### src/hdl/gbrw_pkg.sv
`timescale 1ns / 1ps
package gbrw_pkg;
    localparam int MAX_RADIUS = 3;
    localparam int MAX_WIDTH  = 1024;
    localparam int SIDE_MAX   = 2 * MAX_RADIUS + 1;
    localparam int NWEIGHTS   = SIDE_MAX * SIDE_MAX;
    localparam int NLINES     = 2 * MAX_RADIUS;
    localparam int COL_W      = $clog2(MAX_WIDTH);
    localparam int LINE_W     = $clog2(NLINES);
    localparam int SIDE_W     = $clog2(SIDE_MAX + 1);
    localparam int WIDX_W     = $clog2(NWEIGHTS);
    localparam int ACC_W      = 30;

    localparam logic ACT_WEIGHT = 1'b0;
    localparam logic ACT_PIXEL  = 1'b1;

    localparam logic [1:0] REG_WIDTH  = 2'd0;
    localparam logic [1:0] REG_HEIGHT = 2'd1;
    localparam logic [1:0] REG_RADIUS = 2'd2;

    typedef enum logic [2:0] {
        ST_IDLE,
        ST_LOAD,
        ST_MAC,
        ST_DRAIN,
        ST_OUT
    } state_t;

    typedef struct packed {
        logic clear;
        logic enable;
    } mac_ctrl_t;
endpackage

### src/hdl/gbrw_mac.sv
`timescale 1ns / 1ps
// Shared multiply-accumulate: one tap per cycle while enabled, for all three channels.
module gbrw_mac
(
    input  logic                     clk,
    input  logic                     rst_n,
    input  gbrw_pkg::mac_ctrl_t      ctrl,
    input  logic [15:0]              weight,
    input  logic [23:0]              pixel,
    output logic [7:0]               sat_blue,
    output logic [7:0]               sat_green,
    output logic [7:0]               sat_red
);
    logic [gbrw_pkg::ACC_W-1:0] acc_b_reg, acc_g_reg, acc_r_reg;
    logic [23:0] prod_b, prod_g, prod_r;

    assign prod_b = weight * pixel[7:0];
    assign prod_g = weight * pixel[15:8];
    assign prod_r = weight * pixel[23:16];

    always_ff @(posedge clk or negedge rst_n)
    begin
        if (!rst_n)
        begin
            acc_b_reg <= '0;
            acc_g_reg <= '0;
            acc_r_reg <= '0;
        end
        else if (ctrl.clear)
        begin
            acc_b_reg <= '0;
            acc_g_reg <= '0;
            acc_r_reg <= '0;
        end
        else if (ctrl.enable)
        begin
            acc_b_reg <= acc_b_reg + gbrw_pkg::ACC_W'(prod_b);
            acc_g_reg <= acc_g_reg + gbrw_pkg::ACC_W'(prod_g);
            acc_r_reg <= acc_r_reg + gbrw_pkg::ACC_W'(prod_r);
        end
    end

    // truncate Q0.16 then clamp
    always_comb
    begin
        sat_blue  = (|acc_b_reg[gbrw_pkg::ACC_W-1:24]) ? 8'hFF : acc_b_reg[23:16];
        sat_green = (|acc_g_reg[gbrw_pkg::ACC_W-1:24]) ? 8'hFF : acc_g_reg[23:16];
        sat_red   = (|acc_r_reg[gbrw_pkg::ACC_W-1:24]) ? 8'hFF : acc_r_reg[23:16];
    end
endmodule

### config.mk
export PLATFORM = sky130hd
export DESIGN_NAME = gbrw_mac
export DESIGN_NICKNAME = d
export VERILOG_FILES = /design/src/hdl/gbrw_pkg.sv /design/src/hdl/gbrw_mac.sv
export SDC_FILE = /design/constraint.sdc
export NUM_CORES = 1
export LEC_CHECK = 0
export BUFFER_PORTS_ARGS = -buffer_cell sky130_fd_sc_hd__buf_4
export CAP_MARGIN = 15
export CORE_MARGIN = 1.5
export CORE_UTILIZATION = 45
export DETAILED_ROUTE_END_ITERATION = 7
export GPL_TIMING_DRIVEN = 0
export PLACE_DENSITY = 0.59
export SYNTH_ARGS = -nofsm -noshare
export SYNTH_HDL_FRONTEND = slang
export SYNTH_SLANG_ARGS = --single-unit
export TNS_END_PERCENT = 100
### constraint.sdc
create_clock -name clk -period 5.9 [get_ports clk]
set_input_delay 1.18 -clock clk [delete_from_list [all_inputs] [get_ports clk]]
set_output_delay 1.18 -clock clk [all_outputs]
set_load 0.05 [all_outputs]
==> impl_results.md <==
- P&R area growth vs syn: 10.3%
- Crit-path cells: buf_4 -> clkbuf_4 -> and2_1 -> fa_1 -> fa_1 -> fa_1 -> inv_1 -> fa_1 -> inv_1 -> ha_1 -> a21o_1 -> a221oi_2 -> o21ai_2 -> a311o_1 -> a2111oi_4 -> nor3_1 -> xnor2_1 -> o22ai_1
- Sequential fraction of the synthesis area: 12.1%
- IO Pins: 68
- Post-Syn Area: 18700 sq um
- Grt ovf: 0
- # clock sinks: 90
- Via count: 14400
- Total Wirelength: 50900 um
- Die span in y: 207 um
- CTS tree: done
- Final Max Tran Viols: 0
- ANT cells: 0
- Crit Path Class: in -> reg
- Gate Count Post-Synth: 2154
- Status: finished clean
- Static Leak: 10.9 nW
- Clock network latency to the later pin of the worst-skew pair: 0.39 ns
- Max Cap Viol: 0
- Biggest area consumer among synthesized cells: fa_1
- Crit path required time: 6.12 ns
- Post-route cell area: 20600 sq um
- Placed insts: 2754
- Max Fclk: 0.172 GHz
- P per Cell Area: 574 nW/um^2
- Layout cells sized above 1: 8.62%
- Cell with the most instances after synthesis: inv_1
- Filler cell count: 3998
- Post-synth EDFFs: 0
- NumNets Final: 2742
- Clock Skew: 0.0110 ns
- TritonCTS Buffers: 9
- Initial antenna violation count: 1
- Initial Util: 45.7%
- Synth cell types: 65
- I/O Buffers: 65
- Final Hold Vio Count: 0
- Clock buffer depth: 2
- Antenna-violating nets left: 0
- Crit-path slowest cell: fa_1
- Tmin final: 5.80 ns
- Crit path DAT: 6.02 ns
- Post-synth top cells: inv_1, fa_1, and2_1, nand2_1, ha_1
- Hold Slack: 0.496 ns
- Synth top area share: 34.1%
- Wire length per cell: 18.4 um
- Post-DP Area: 19900 sq um
- Rows: 74
- Number of DRC markers in iteration 0: 803
- Part of the cycle the worst path needs: 98.3%
- Slew @ Worst Pin: 1.20 ns
- Die width: 207 um
- Post-DP HPWL: 41500 um
- DRC Markers: 0
- Syn nets: 2663
- Worst VDD drop: 0.406 mV
- Gpl congestion: 0.922
- Avg Vias per Cell: 5.21
- Top cells by area, synth: fa_1, dfrtp_1, inv_1
- Total track usage: 25.7%
- Die ar.: 42700 sq um
- Vias in the first global route: 15000
- Clock root cell: clkbuf_16
- H-tree Lvls: 3
- Most common cell type on the critical path: fa_1
- Top_reg_cell synth: dfrtp_1
- Synthesized area per cell: 8.66 sq um
- Worst min-delay path class: reg -> reg
- Crit-path max cell delay: 0.52 ns
- Startpoint Class: input port
- FF+latch count, synth: 90
- Post-CTS Hold Fix Bufs: 0
- Share of async-settable or async-resettable flops after synthesis: 100%
- Pin count of the biggest net entering global routing: 56
- CP Max Fanout: 10
- TritonRoute pass-1 iters: 7
- Worst setup EP type: register
- Setup violators final: 0
- Worst-path clk slew: 0.08 ns
- RSZ-0062 raised after global routing: true
- First-pass GRT wire length: 82500 um
- Max transition margin: 20.2%
- Post-Layout Cell Count: 2770
- Number of synthesis warnings: 0
- Core area: 40800 sq um
## where the power goes
| group | leakage [nW] | internal (mW) | switching, mW |
|---|---|---|---|
| logic | 9.53 | 4.25 | 5.98 |
| registers | 1.21 | 0.791 | 0.0978 |
| clock network | 0.159 | 0.368 | 0.320 |
## cell families after synthesis
logic type | synth area share, %
buffers and inverters | 11.8
AOI/OAI and AO/OA | 9.72
xor gates and xnor gates | 2.30
DFF | 12.1
and+or+nand+nor | 18.0
muxes | 2.05
adders and majority gates | 44.0
## worst paths after layout
path | to | cells past startpoint | slack, ns | from
setup / recovery | acc_g_reg[21] | 18 | 0.10 | weight[6]
hold / removal | acc_g_reg[22] | 2 | 0.50 | acc_g_reg[22]
setup reg to reg | acc_g_reg[21] | 17 | 0.92 | acc_g_reg[9]
hold reg to reg | acc_g_reg[22] | 2 | 0.50 | acc_g_reg[22]
max in group asynchronous | acc_g_reg[8] | 2 | 4.40 | rst_n
min in group asynchronous | acc_b_reg[22] | 1 | 0.77 | rst_n
## cells in the final DEF, fill, tap and decap left out, types with 7 or more instances in the layout
cell type    n
and3_1       7
buf_1        7
o22ai_1      8
nand2b_1    13
a21oi_1     54
fa_1       316
nand2_1    195
a211oi_1    18
and2_1     253
clkbuf_16    9
mux2i_1     36
nor2_1      99
a21o_1      36
ha_1       142
clkbuf_2    18
o21ai_0     46
nand3_1     28
buf_4       81
o21a_1       9
o21bai_1    13
nand4_1      7
or2_2       17
nor4_1       7
o31ai_1      8
xnor2_1     36
xor2_1      13
inv_1      498
nor2b_1      8
o211ai_1    10
dfrtp_1     90
clkbuf_1    24
nor3_1      14
## layout make-up
| cell class | instances | area, sq um | share of cell area (%) |
|---|---|---|---|
| flip-flops and latches | 90 | 2250 | 10.9 |
| plain buffers | 79 | 477 | 2.32 |
| repair buffers | 77 | 626 | 3.04 |
| clock buffers | 12 | 267 | 1.30 |
| inverters | 499 | 1870 | 9.10 |
| clock inverters | 4 | 56.3 | 0.274 |
| multi-input cells | 1477 | 14400 | 69.8 |
| well taps | 532 | 666 | 3.24 |
## layer usage
layer / share of wire [%] / track usage, %
met4: 1.8 / 6.16
met5: 0.024 / 0
met1: 46 / 36.0
met2: 47 / 42.5
met3: 5.3 / 3.30
## through the flow
step	power, mW	utilization, %	setup TNS [ns]	setup WS, ns
3_3_place_gp	10.3	48.5	-22.28	-0.927
2_1_floorplan	8.42	-	0	0.0979
3_5_place_dp	10.4	48.7	-24.59	-0.984
4_1_cts	11.3	49.8	-0.124	-0.108
5_1_grt	13.2	50.4	-0.155	-0.0668
6_report	11.8	50.4	0	0.101
## critical path, delay by kind of cell
kind	cells	cell delay, ns
adder cells (fa/ha/maj)	5	2.30
AO/OA/AOI/OAI	6	1.54
buffers and inverters	4	0.44
AND/OR/NAND/NOR	2	0.29
XOR/XNOR	1	0.25
## what timing repair did
action | in CTS | in global routing
endpoints found under the hold margin | 0 | 0
setup buffers | 1 | 8
gates resized for setup | 64 | 84
endpoints found under the setup margin | 30 | 24
pin swaps | 1 | 16
(Power assumes the default switching activity.)
